**src/design/mrc_pkg.sv**
```systemverilog
// ----------------------------------------------------------------------------
// mrc_pkg
// Types, constants and the byte-wide crc-16/modbus update for the reply checker.
// ----------------------------------------------------------------------------
`default_nettype none

package mrc_pkg;

	localparam int MAX_PAYLOAD = 64;
	localparam int COUNT_W     = $clog2(MAX_PAYLOAD + 1);

	localparam logic [COUNT_W-1:0] MAX_PAYLOAD_C = COUNT_W'(MAX_PAYLOAD);
	localparam logic [COUNT_W-1:0] SUB_OFFSET    = COUNT_W'(3);

	localparam logic [15:0] CRC_INIT      = 16'hFFFF;
	localparam logic [15:0] CRC_POLY_REFL = 16'hA001;

	localparam logic [2:0] PREFIX_BYTES_MAX = 3'd6;

	// status codes
	localparam logic [2:0] ST_OK         = 3'd0;
	localparam logic [2:0] ST_TOO_SHORT  = 3'd1;
	localparam logic [2:0] ST_CRC_ERR    = 3'd2;
	localparam logic [2:0] ST_LEN_ERR    = 3'd3;
	localparam logic [2:0] ST_PREFIX_ERR = 3'd4;

	// register indexes
	localparam logic [1:0] CFG_EXPECTED_LENGTH = 2'd0;
	localparam logic [1:0] CFG_PREFIX_LENGTH   = 2'd1;
	localparam logic [1:0] CFG_EXPECTED_PREFIX = 2'd2;

	localparam logic [6:0]  RST_EXPECTED_LENGTH = 7'd5;
	localparam logic [2:0]  RST_PREFIX_LENGTH   = 3'd3;
	localparam logic [47:0] RST_EXPECTED_PREFIX = 48'h0103_0200_0000;

	typedef struct packed {
		logic [7:0] rx_byte;
		logic       last_byte;
	} in_t;

	typedef struct packed {
		logic [2:0]         status;
		logic [15:0]        tail_word;
		logic [15:0]        word_at_three;
		logic [COUNT_W-1:0] payload_count;
	} out_t;

	typedef struct packed {
		logic [6:0]  expected_length;
		logic [2:0]  prefix_length;
		logic [47:0] expected_prefix;
	} cfg_t;

	function automatic logic [15:0] crc16_byte(input logic [15:0] crc, input logic [7:0] b);
		logic [15:0] c;
		c = crc ^ {8'h00, b};
		for (int i = 0; i < 8; i++) begin
			c = c[0] ? ((c >> 1) ^ CRC_POLY_REFL) : (c >> 1);
		end
		return c;
	endfunction

	function automatic logic [7:0] prefix_byte(input logic [47:0] p, input logic [2:0] idx);
		logic [7:0] r;
		case (idx)
			3'd0: r = p[47:40];
			3'd1: r = p[39:32];
			3'd2: r = p[31:24];
			3'd3: r = p[23:16];
			3'd4: r = p[15:8];
			3'd5: r = p[7:0];
			default: r = 8'h00;
		endcase
		return r;
	endfunction

endpackage

`default_nettype wire

```
**src/design/modbus_rtu_response_checker_unit.sv**
```systemverilog
// ----------------------------------------------------------------------------
// modbus_rtu_response_checker_unit
// Checks one Modbus RTU reply frame byte by byte: crc-16, length and prefix.
// ----------------------------------------------------------------------------
// Usage:
//   in channel: one frame byte per request, last_byte set on the final byte.
//   The final two bytes of a frame are the checksum, low byte first.
//   out channel: one request per frame, status plus tail word, the word at
//   payload offset three and the saturated payload count.
//   cfg channel: register index and data, always ready; write only while idle.
// Result path: a final byte is held in the input register, then its result
//   is held in the result register.
// Throughput: one byte per cycle unless a final byte is held back; the crc is updated a whole byte per cycle.
// Reset: registers return to their defaults, frame state is cleared, both
//   output and input registers are emptied.
// Stall: while a result waits, non-final bytes keep flowing; a final byte
//   waits in the input register until the result register is free.
// ----------------------------------------------------------------------------
`default_nettype none

module modbus_rtu_response_checker_unit (
	input  wire logic         clk,
	input  wire logic         arst_n,
	input  wire logic         in_valid,
	output logic              in_ready,
	input  mrc_pkg::in_t      in_data,
	output logic              out_valid,
	input  wire logic         out_ready,
	output mrc_pkg::out_t     out_data,
	input  wire logic         cfg_valid,
	output logic              cfg_ready,
	input  wire logic [1:0]   cfg_index,
	input  wire logic [47:0]  cfg_data
);
	import mrc_pkg::*;

	cfg_t cfg;
	logic item_valid_s1;
	in_t  item_s1;
	logic stall;
	logic step;
	logic result_valid;
	out_t result;
	logic out_full;

	mrc_cfg u_cfg (
		.clk       (clk),
		.arst_n    (arst_n),
		.cfg_valid (cfg_valid),
		.cfg_ready (cfg_ready),
		.cfg_index (cfg_index),
		.cfg_data  (cfg_data),
		.cfg       (cfg)
	);

	// final byte held back while the result register is full and not being taken
	assign stall    = item_valid_s1 && item_s1.last_byte && out_full;
	assign step     = item_valid_s1 && !stall;
	assign in_ready = !stall;

	always_ff @(posedge clk or negedge arst_n) begin
		if (!arst_n) begin
			item_valid_s1 <= 1'b0;
		end else if (in_ready) begin
			item_valid_s1 <= in_valid;
		end
	end

	always_ff @(posedge clk) begin
		if (in_valid && in_ready) begin
			item_s1 <= in_data;
		end
	end

	mrc_frame u_frame (
		.clk          (clk),
		.arst_n       (arst_n),
		.cfg          (cfg),
		.step         (step),
		.item         (item_s1),
		.result_valid (result_valid),
		.result       (result)
	);

	mrc_out_stage u_out (
		.clk        (clk),
		.arst_n     (arst_n),
		.load       (result_valid),
		.result     (result),
		.out_valid  (out_valid),
		.out_ready  (out_ready),
		.out_data   (out_data),
		.full_stall (out_full)
	);

endmodule

`default_nettype wire

```
**src/design/mrc_cfg.sv**
```systemverilog
// ----------------------------------------------------------------------------
// mrc_cfg
// Configuration registers of the reply checker, written by index.
// ----------------------------------------------------------------------------
`default_nettype none

module mrc_cfg (
	input  wire logic         clk,
	input  wire logic         arst_n,
	input  wire logic         cfg_valid,
	output logic              cfg_ready,
	input  wire logic [1:0]   cfg_index,
	input  wire logic [47:0]  cfg_data,
	output mrc_pkg::cfg_t     cfg
);
	import mrc_pkg::*;

	cfg_t cfg_q;

	assign cfg_ready = 1'b1;
	assign cfg       = cfg_q;

	always_ff @(posedge clk or negedge arst_n) begin
		if (!arst_n) begin
			cfg_q.expected_length <= RST_EXPECTED_LENGTH;
			cfg_q.prefix_length   <= RST_PREFIX_LENGTH;
			cfg_q.expected_prefix <= RST_EXPECTED_PREFIX;
		end else if (cfg_valid) begin
			unique case (cfg_index)
				CFG_EXPECTED_LENGTH: cfg_q.expected_length <= cfg_data[6:0];
				CFG_PREFIX_LENGTH:   cfg_q.prefix_length   <= cfg_data[2:0];
				CFG_EXPECTED_PREFIX: cfg_q.expected_prefix <= cfg_data;
				default: ;
			endcase
		end
	end

endmodule

`default_nettype wire

```
**src/design/mrc_frame.sv**
```systemverilog
// ----------------------------------------------------------------------------
// mrc_frame
// Per-frame state: crc, held checksum bytes, count, prefix match and words.
// ----------------------------------------------------------------------------
`default_nettype none

module mrc_frame (
	input  wire logic          clk,
	input  wire logic          arst_n,
	input  mrc_pkg::cfg_t      cfg,
	input  wire logic          step,
	input  mrc_pkg::in_t       item,
	output logic               result_valid,
	output mrc_pkg::out_t      result
);
	import mrc_pkg::*;

	logic [15:0]        crc_q, crc_n;
	logic [7:0]         held0_q, held0_n, held1_q, held1_n;
	logic [1:0]         hv_q, hv_n;
	logic [COUNT_W-1:0] count_q, count_n;
	logic               pm_q, pm_n;
	logic [15:0]        tail_q, tail_n;
	logic [15:0]        sub_q, sub_n;
	logic               ovf_q, ovf_n;

	logic        take;
	logic [2:0]  plen;
	logic [15:0] rx_crc;
	logic [2:0]  status;

	always_comb begin
		crc_n   = crc_q;
		held0_n = held0_q;
		held1_n = held1_q;
		hv_n    = hv_q;
		count_n = count_q;
		pm_n    = pm_q;
		tail_n  = tail_q;
		sub_n   = sub_q;
		ovf_n   = ovf_q;
		take    = (hv_q == 2'd2);
		plen    = (cfg.prefix_length > PREFIX_BYTES_MAX) ? PREFIX_BYTES_MAX
			: cfg.prefix_length;

		if (take) begin
			crc_n  = crc16_byte(crc_q, held0_q);
			tail_n = {tail_q[7:0], held0_q};
			if (count_q >= MAX_PAYLOAD_C) begin
				ovf_n = 1'b1;
			end else begin
				if (count_q < COUNT_W'(plen)
					&& prefix_byte(cfg.expected_prefix, count_q[2:0]) != held0_q) begin
					pm_n = 1'b0;
				end
				if (count_q == SUB_OFFSET) begin
					sub_n = {held0_q, 8'h00};
				end else if (count_q == SUB_OFFSET + COUNT_W'(1)) begin
					sub_n = sub_q | {8'h00, held0_q};
				end
				count_n = count_q + COUNT_W'(1);
			end
			held0_n = held1_q;
			held1_n = item.rx_byte;
		end else if (hv_q == 2'd0) begin
			held0_n = item.rx_byte;
			hv_n    = 2'd1;
		end else begin
			held1_n = item.rx_byte;
			hv_n    = 2'd2;
		end

		// checksum arrives low byte first
		rx_crc = {item.rx_byte, take ? held1_q : held0_q};

		if (hv_q == 2'd0) begin
			status = ST_TOO_SHORT;
		end else if (rx_crc != crc_n) begin
			status = ST_CRC_ERR;
		end else if (ovf_n || count_n != cfg.expected_length) begin
			status = ST_LEN_ERR;
		end else if (!pm_n || count_n < COUNT_W'(plen)) begin
			status = ST_PREFIX_ERR;
		end else begin
			status = ST_OK;
		end
	end

	assign result_valid         = step && item.last_byte;
	assign result.status        = status;
	assign result.tail_word     = tail_n;
	assign result.word_at_three = sub_n;
	assign result.payload_count = count_n;

	always_ff @(posedge clk or negedge arst_n) begin
		if (!arst_n) begin
			crc_q   <= CRC_INIT;
			held0_q <= 8'h00;
			held1_q <= 8'h00;
			hv_q    <= 2'd0;
			count_q <= '0;
			pm_q    <= 1'b1;
			tail_q  <= 16'h0000;
			sub_q   <= 16'h0000;
			ovf_q   <= 1'b0;
		end else if (step) begin
			if (item.last_byte) begin
				crc_q   <= CRC_INIT;
				held0_q <= 8'h00;
				held1_q <= 8'h00;
				hv_q    <= 2'd0;
				count_q <= '0;
				pm_q    <= 1'b1;
				tail_q  <= 16'h0000;
				sub_q   <= 16'h0000;
				ovf_q   <= 1'b0;
			end else begin
				crc_q   <= crc_n;
				held0_q <= held0_n;
				held1_q <= held1_n;
				hv_q    <= hv_n;
				count_q <= count_n;
				pm_q    <= pm_n;
				tail_q  <= tail_n;
				sub_q   <= sub_n;
				ovf_q   <= ovf_n;
			end
		end
	end

endmodule

`default_nettype wire

```
**src/design/mrc_out_stage.sv**
```systemverilog
// ----------------------------------------------------------------------------
// mrc_out_stage
// Result register holding one reply status until the receiver takes it.
// ----------------------------------------------------------------------------
`default_nettype none

module mrc_out_stage (
	input  wire logic       clk,
	input  wire logic       arst_n,
	input  wire logic       load,
	input  mrc_pkg::out_t   result,
	output logic            out_valid,
	input  wire logic       out_ready,
	output mrc_pkg::out_t   out_data,
	output logic            full_stall
);
	import mrc_pkg::*;

	logic valid_q;
	out_t data_q;

	assign out_valid  = valid_q;
	assign out_data   = data_q;
	assign full_stall = valid_q && !out_ready;

	always_ff @(posedge clk or negedge arst_n) begin
		if (!arst_n) begin
			valid_q <= 1'b0;
		end else if (load) begin
			valid_q <= 1'b1;
		end else if (out_ready) begin
			valid_q <= 1'b0;
		end
	end

	always_ff @(posedge clk) begin
		if (load) begin
			data_q <= result;
		end
	end

endmodule

`default_nettype wire

```
**config.mk**
```make
export PLATFORM = sky130hd
export DESIGN_NAME = modbus_rtu_response_checker_unit
export DESIGN_NICKNAME = d
export VERILOG_FILES = /design/src/design/mrc_pkg.sv /design/src/design/modbus_rtu_response_checker_unit.sv /design/src/design/mrc_cfg.sv /design/src/design/mrc_frame.sv /design/src/design/mrc_out_stage.sv
export SDC_FILE = /design/constraint.sdc
export NUM_CORES = 1
export LEC_CHECK = 0
export BUFFER_PORTS_ARGS = -buffer_cell sky130_fd_sc_hd__buf_2
export CAP_MARGIN = 20
export CORE_ASPECT_RATIO = 1.2
export CORE_MARGIN = 10
export CORE_UTILIZATION = 30
export CTS_CLUSTER_SIZE = 16
export DETAILED_ROUTE_END_ITERATION = 8
export PLACE_DENSITY_LB_ADDON = 0.08
export SYNTH_ARGS = -nofsm -noshare
export SYNTH_HDL_FRONTEND = slang
export SYNTH_HIERARCHICAL = 1
export SYNTH_SLANG_ARGS = --single-unit
```
**constraint.sdc**
```tcl
create_clock -name clk -period 5 [get_ports clk]
set_clock_uncertainty 0.15 [all_clocks]
set_input_delay 0.75 -clock clk [delete_from_list [all_inputs] [get_ports clk]]
set_output_delay 0.75 -clock clk [all_outputs]
set_load 0.1 [all_outputs]
```
; Word-level counts from Yosys, hierarchy flattened
; Index checks and enable logic that the tools add are counted.
[totals]
ff_bits = 186
in_bits = 64
word_cells = 121
[op_classes]
add_sub_neg = 1
magnitude_cmp = 4
eq_ne = 15
mux = 46
n_bitwise = 10
reduce_logical = 24
[op_table]
columns = operator, n
row1 = 16-bit two-way mux, 17
row2 = 8-bit two-way mux, 9
row3 = 8-bit one-hot mux with 6 select lines, 1
row4 = 2-bit inverter with 3-bit output, 8
row5 = 7-bit two-way mux, 3
row6 = 16-bit != test, 1
row7 = 16-bit by 8-bit bitwise OR with 16-bit output, 1
row8 = 16-bit by 8-bit bitwise XOR with 16-bit output, 1
row9 = 7-bit by 3-bit less-than comparator with 1-bit output, 2
row10 = 2-bit AND reduction, 6
row11 = 2-bit two-way mux, 5
row12 = 1-bit two-way mux, 9
row13 = 8-bit != test, 1
row14 = 7-bit by 1-bit adder with 7-bit output (second input constant), 1
row15 = 7-bit by 2-bit equality test with 1-bit output (second input constant), 1
row16 = 7-bit by 3-bit equality test with 1-bit output (second input constant), 1
row17 = 7-bit >= comparator (second input constant), 1
row18 = 1-bit logical AND, 7
row19 = 7-bit != test, 1
row20 = 3-bit by 2-bit equality test with 1-bit output (second input constant), 2
row21 = 3-bit equality test (second input constant), 2
row22 = 3-bit two-way mux, 2
row23 = 2-bit equality test (second input constant), 2
row24 = 2-bit logical NOT, 2
row25 = 11 further kinds, 14

; Longest topological paths before layout
[depth]
ltp_word = 20
depth_mapped = 13
depth_no_buf = 10

; Cells and area by module
; Netlist, hierarchy kept.
[modules_own_cells]
columns = mod, instances, cells_each, area_each_um2
row1 = mrc_frame, 1, 558, 4912.2
row2 = mrc_cfg, 1, 126, 2278.4
row3 = mrc_out_stage, 1, 45, 1306.3
row4 = modbus_rtu_response_checker_unit, 1, 14, 325.3

; Worst setup path before layout
; Ideal clock, no wire load.
[synth_path]
kind = register -> register
from = register u_frame.count_q[2]
to = register u_out.data_q (netlist bit u_out/out_data[41]), data pin
arrival_time_ps = 2656
path_slack_ps = 1923
stages_incl_launch_ff = 13
path_buffers = 3
synth_period_minus_slack_ps = 3077
cell_sequence = dfrtp_1 -> clkbuf_1 -> clkbuf_1 -> inv_2 -> ha_1 -> buf_1 -> a32oi_1 -> o221ai_1 -> xor2_1 -> o311ai_0 -> nand3_1 -> o21ai_1 -> a311oi_2
[synth_via]
elab_chain_cells = 12
word_cells_on_any_way = 28
[synth_lines]
columns = item, line
row1 = start: declaration, mrc_frame.sv:21  ; logic [COUNT_W-1:0] count_q, count_n;
row2 = start signal: assignment, mrc_frame.sv:122  ; count_q <= count_n;
row3 = "3-bit equality test, or another cell as far along", mrc_pkg.sv:65  ; case (idx)
row4 = 8-bit one-hot mux with 6 select lines, mrc_pkg.sv:65
row5 = 8-bit two-way mux, mrc_frame.sv:49  ; if (count_q >= MAX_PAYLOAD_C) begin
row6 = 8-bit two-way mux, mrc_frame.sv:46  ; if (take) begin
row7 = 8-bit != test, mrc_frame.sv:53  ; && prefix_byte(cfg.expected_prefix, count_q[2:0]) != held0_q) begin
row8 = 1-bit logical AND, mrc_frame.sv:53
row9 = 1-bit two-way mux, mrc_frame.sv:52  ; if (count_q < COUNT_W'(plen)
row10 = 1-bit two-way mux, mrc_frame.sv:49
row11 = 1-bit two-way mux, mrc_frame.sv:46
row12 = 1-bit logical NOT, mrc_frame.sv:82  ; end else if (!pm_n || count_n < COUNT_W'(plen)) begin
row13 = 1-bit logical OR, mrc_frame.sv:82
row14 = 3-bit two-way mux, mrc_frame.sv:82
row15 = end signal: assignment, mrc_out_stage.sv:38  ; data_q <= result;
row16 = end: declaration, mrc_out_stage.sv:20  ; out_t data_q;
; Parallel ways exist; a longest one is shown, timed or not. The select of a mux whose other input is x is not followed.
; A chain may end at the register's enable or synchronous reset.

; Worst setup path in the final report
[layout_path]
from = register u_frame.hv_q[0]
to = register u_out.data_q (netlist bit u_out/out_data[41]), data pin
[layout_via]
elab_chain_cells = 5
word_cells_on_any_way = 15
[layout_lines]
columns = item, line
row1 = start: declaration, mrc_frame.sv:20  ; logic [1:0] hv_q, hv_n;
row2 = start signal: assignment, mrc_frame.sv:121  ; hv_q <= hv_n;
row3 = 2-bit equality test, mrc_frame.sv:42  ; take = (hv_q == 2'd2);
row4 = 7-bit two-way mux / 1-bit two-way mux (equally long branches), mrc_frame.sv:46
row5 = "7-bit by 3-bit less-than comparator with 1-bit output, or another cell as far along", mrc_frame.sv:82
row6 = "1-bit logical OR, on equally long branches", "mrc_frame.sv:82, mrc_frame.sv:80"
row7 = 3-bit two-way mux / 3-bit OR reduction (equally long branches), -
; Parallel ways exist; a longest one is shown, timed or not.

==> impl_metrics.json <==
{
  "ys.flop_type": "dfrtp_1",
  "cts-root-buf": "clkbuf_16",
  "finalCriticalPeriod_ns": 3.37,
  "total_power_mw": 5.28,
  "relSlewSlack": 0.332,
  "die_h_um": 208,
  "syn_to_final_growth_pct": 17.0,
  "grt.busiest_layer": "met2",
  "use_met1": 0.161,
  "synth_compound_area_frac": 0.127,
  "dr.pass1.iters": 5,
  "slowest_stage": "nor3b_2",
  "finalWorstSetupSlack_ns": 1.63,
  "final_common_cell": "dfrtp_1",
  "syn_area_per_cell_um2": 11.9,
  "coreArea_mm2": 0.0289,
  "tns_ns": 0,
  "max-vdd-ir-drop_uv": 206,
  "placed_cells": 1203,
  "wl_mm": 24.5,
  "ioPinCount": 109,
  "synth-edff-count": 51,
  "grt_first_pass_wirelength_mm": 38.5,
  "synthMuxAreaShare": 0.105,
  "max_freq_mhz": 296,
  "antenna_found_initial": 0,
  "start_util": 0.305,
  "die_x_um": 177,
  "maxCapViolations": 0,
  "syn-cell-area_mm2": 0.00882,
  "cts.reportedPaths.clkPinSlew_ns": 0.07,
  "tritoncts": "built",
  "multi_input_area_mm2": 0.00350,
  "required_ns": 5.12,
  "final-hold-violation-count": 0,
  "setup_viol": 0,
  "grtUsageTotal": 0.135,
  "pre_cts_slack_ns": 1.63,
  "slowest_delay_ns": 0.64,
  "hold_buffers": 0,
  "grt_max_degree": 96,
  "place_congestion": 0.866,
  "synthXorXnorAreaFrac": 0.0662,
  "pwr-share-clk": 0.271,
  "seqPwrFrac": 0.395,
  "fin_cells": 1236,
  "p_leak_nw": 4.27,
  "timing_worst_setup_path_type": "flop to flop",
  "start_kind": "flop",
  "vias": 6032,
  "swShare": 0.364,
  "intPower_mw": 3.36,
  "avgRoutedWirePerCell_um": 19.9,
  "dieArea_mm2": 0.0367,
  "syn_inst": 743,
  "grt_pass1_vias": 6417,
  "seq_area_mm2": 0.00494,
  "min-delay-path-class": "input pin to asynchronous set/reset pin",
  "hpwl_mm": 17.7,
  "switchingPower_mw": 1.92,
  "clock_sinks": 186,
  "ys_seq_elements": 186,
  "synth_top_family_by_area": "compound AO/OA/AOI/OAI gates",
  "combPwrFrac": 0.334,
  "cts_resized": 0,
  "ant_nets": 0,
  "fillers": 2913,
  "path_buf_inv": 0,
  "post-route-drc-count": 0,
  "ys_seq_area_frac": 0.560,
  "nets": 911,
  "status": "finished, final reports clean",
  "drv_slew": 0,
  "portBuffers": 107,
  "synthArstFlopShare": 0.726,
  "finalCritPeriodShare": 0.675,
  "crit_arrival_ns": 3.49,
  "diodes": 0,
  "rrSetupSlack_ns": 1.63,
  "yosys_warnings": 6,
  "row_count": 68,
  "cp-end-kind": "flop",
  "numCtsBuffers": 17,
  "cp_max_fo": 10,
  "drt_iter0_markers": 364,
  "netlist-cell-type-count": 71,
  "synthAdderAreaFrac": 0.0128,
  "power_density_mw_per_mm2": 512,
  "grt-ovfl-total": 0,
  "syn_nets": 816,
  "grtUsageMet3": 0.0311,
  "most-common-layout-cells": "dfrtp_1, buf_2, nand2_1",
  "drive_above_1_share": 0.303,
  "clock_latency_ns": 0.43,
  "cts_setup_buffers": 0,
  "tightest_slew_ns": 1.00,
  "path_cells": "nor3b_2 -> and3_1 -> and3_1 -> xnor2_1 -> xnor2_1 -> nor4_2 -> nand4_1 -> a311oi_2",
  "vias_per_cell": 4.88,
  "htreeDepth": 4,
  "rsz0062_at_grt": "false",
  "met2_usage": 0.231,
  "cts_max_path_buffers": 2,
  "cp_top_family": "simple AND/OR/NAND/NOR gates",
  "synth_simple_gate_area_frac": 0.0834
}
worst reg2reg max path, cell delays in order, from the launching register on:
cell	delay, ns
dfrtp_1	0.51
nor3b_2	0.64
and3_1	0.35
and3_1	0.23
xnor2_1	0.22
xnor2_1	0.12
nor4_2	0.49
nand4_1	0.22
a311oi_2	0.27
cell families (layout without fill, tap and decap cells):
| logic type | Yosys count | count (layout) |
|---|---|---|
| xor gates and xnor gates | 59 | 59 |
| muxes | 77 | 77 |
| other | 1 | 1 |
| adders and majority gates | 9 | 9 |
| and+or+nand+nor | 155 | 155 |
| DFF | 186 | 186 |
| AOI/OAI and AO/OA | 167 | 167 |
| buffers and inverters | 89 | 197 |
layer usage:
metal / vias up / part of all wire
li1: 2821 / -
met1: 3039 / 0.42
met2: 148 / 0.52
met3: 24 / 0.041
met4: 0 / 0.018
met5: - / 0
power by group through the flow:
stage | clock network, mW | registers (mW) | logic, mW
detailed placement | 0 | 2.12 | 1.78
global route | 1.54 | 2.12 | 1.92
CTS | 1.48 | 2.09 | 1.78
finish | 1.43 | 2.09 | 1.77
global placement | 0 | 2.11 | 1.77
floorplan | 0 | 2.17 | 1.27
Yosys cell counts (all sizes together), types with 3 or more instances:
cell	count	area [µm²]
a211oi	3	22.5
a21oi	22	110
a22o	9	78.8
a22oi	7	52.6
a31oi	4	25.0
a32oi	6	52.6
and2	4	25.0
and3	4	25.0
buf	19	135
clkbuf	21	78.8
dfrtp	110	2750
dfstp	25	657
edfxtp	51	1530
ha	9	113
inv	47	176
mux2	62	773
mux2i	15	150
nand2	83	312
nand3	8	45.0
nand3b	3	22.5
nand4	3	18.8
nor2	25	93.8
nor2b	5	46.3
nor3	6	30.0
nor3b	5	53.8
nor4	3	25.0
o21a	3	22.5
o21ai	71	359
o221a	4	45.0
o221ai	3	26.3
o22a	6	52.6
o22ai	3	18.8
o32ai	9	78.8
xnor2	39	387
xor2	19	174
path summary, 6_finish.rpt:
path	startpoint	cells past startpoint	end
worst max-delay path	u_frame/hv_q[0]$_DFFE_PN0P_	8	u_out/out_data[41]$_DFFE_PP_
worst min-delay path	arst_n	1	u_frame/tail_q[11]$_DFFE_PN0P_
worst max register to register	u_frame/hv_q[0]$_DFFE_PN0P_	8	u_out/out_data[41]$_DFFE_PP_
worst min register to register	u_cfg/cfg[50]$_DFFE_PN0P_	1	u_cfg/cfg[50]$_DFFE_PN0P_
max in group asynchronous	arst_n	2	u_cfg/cfg[33]$_DFFE_PN1P_
min in group clk	in_data[5]	1	item_s1[5]$_DFFE_PP_
area by class of cell:
class                      instances  area share
clock buffer                      18      0.0416
clock inverter                    14      0.0176
inverter                          49      0.0178
multi-input combinational        468       0.339
sequential                       186       0.479
tap                              385      0.0467
timing repair buffer             116      0.0585
state kept, by name (all words and copies together), names as in the netlist, 2 cells and up:
signal,cells
item_s1,9
u_cfg/cfg,58
u_frame/count_q,7
u_frame/crc_q,16
u_frame/held0_q,8
u_frame/held1_q,8
u_frame/hv_q,2
u_frame/sub_q,16
u_frame/tail_q,16
u_out/out_data,42
per-stage QoR:
step            util  hold WS, ns  instance area (µm²)
2_1_floorplan      -        0.304                 8820
3_3_place_gp   0.335        0.342                 9700
3_5_place_dp   0.336        0.341                 9710
4_1_cts        0.357        0.293                10300
5_1_grt        0.357        0.308                10300
6_report       0.357        0.257                10300
Power figures use the tool's default switching activity.
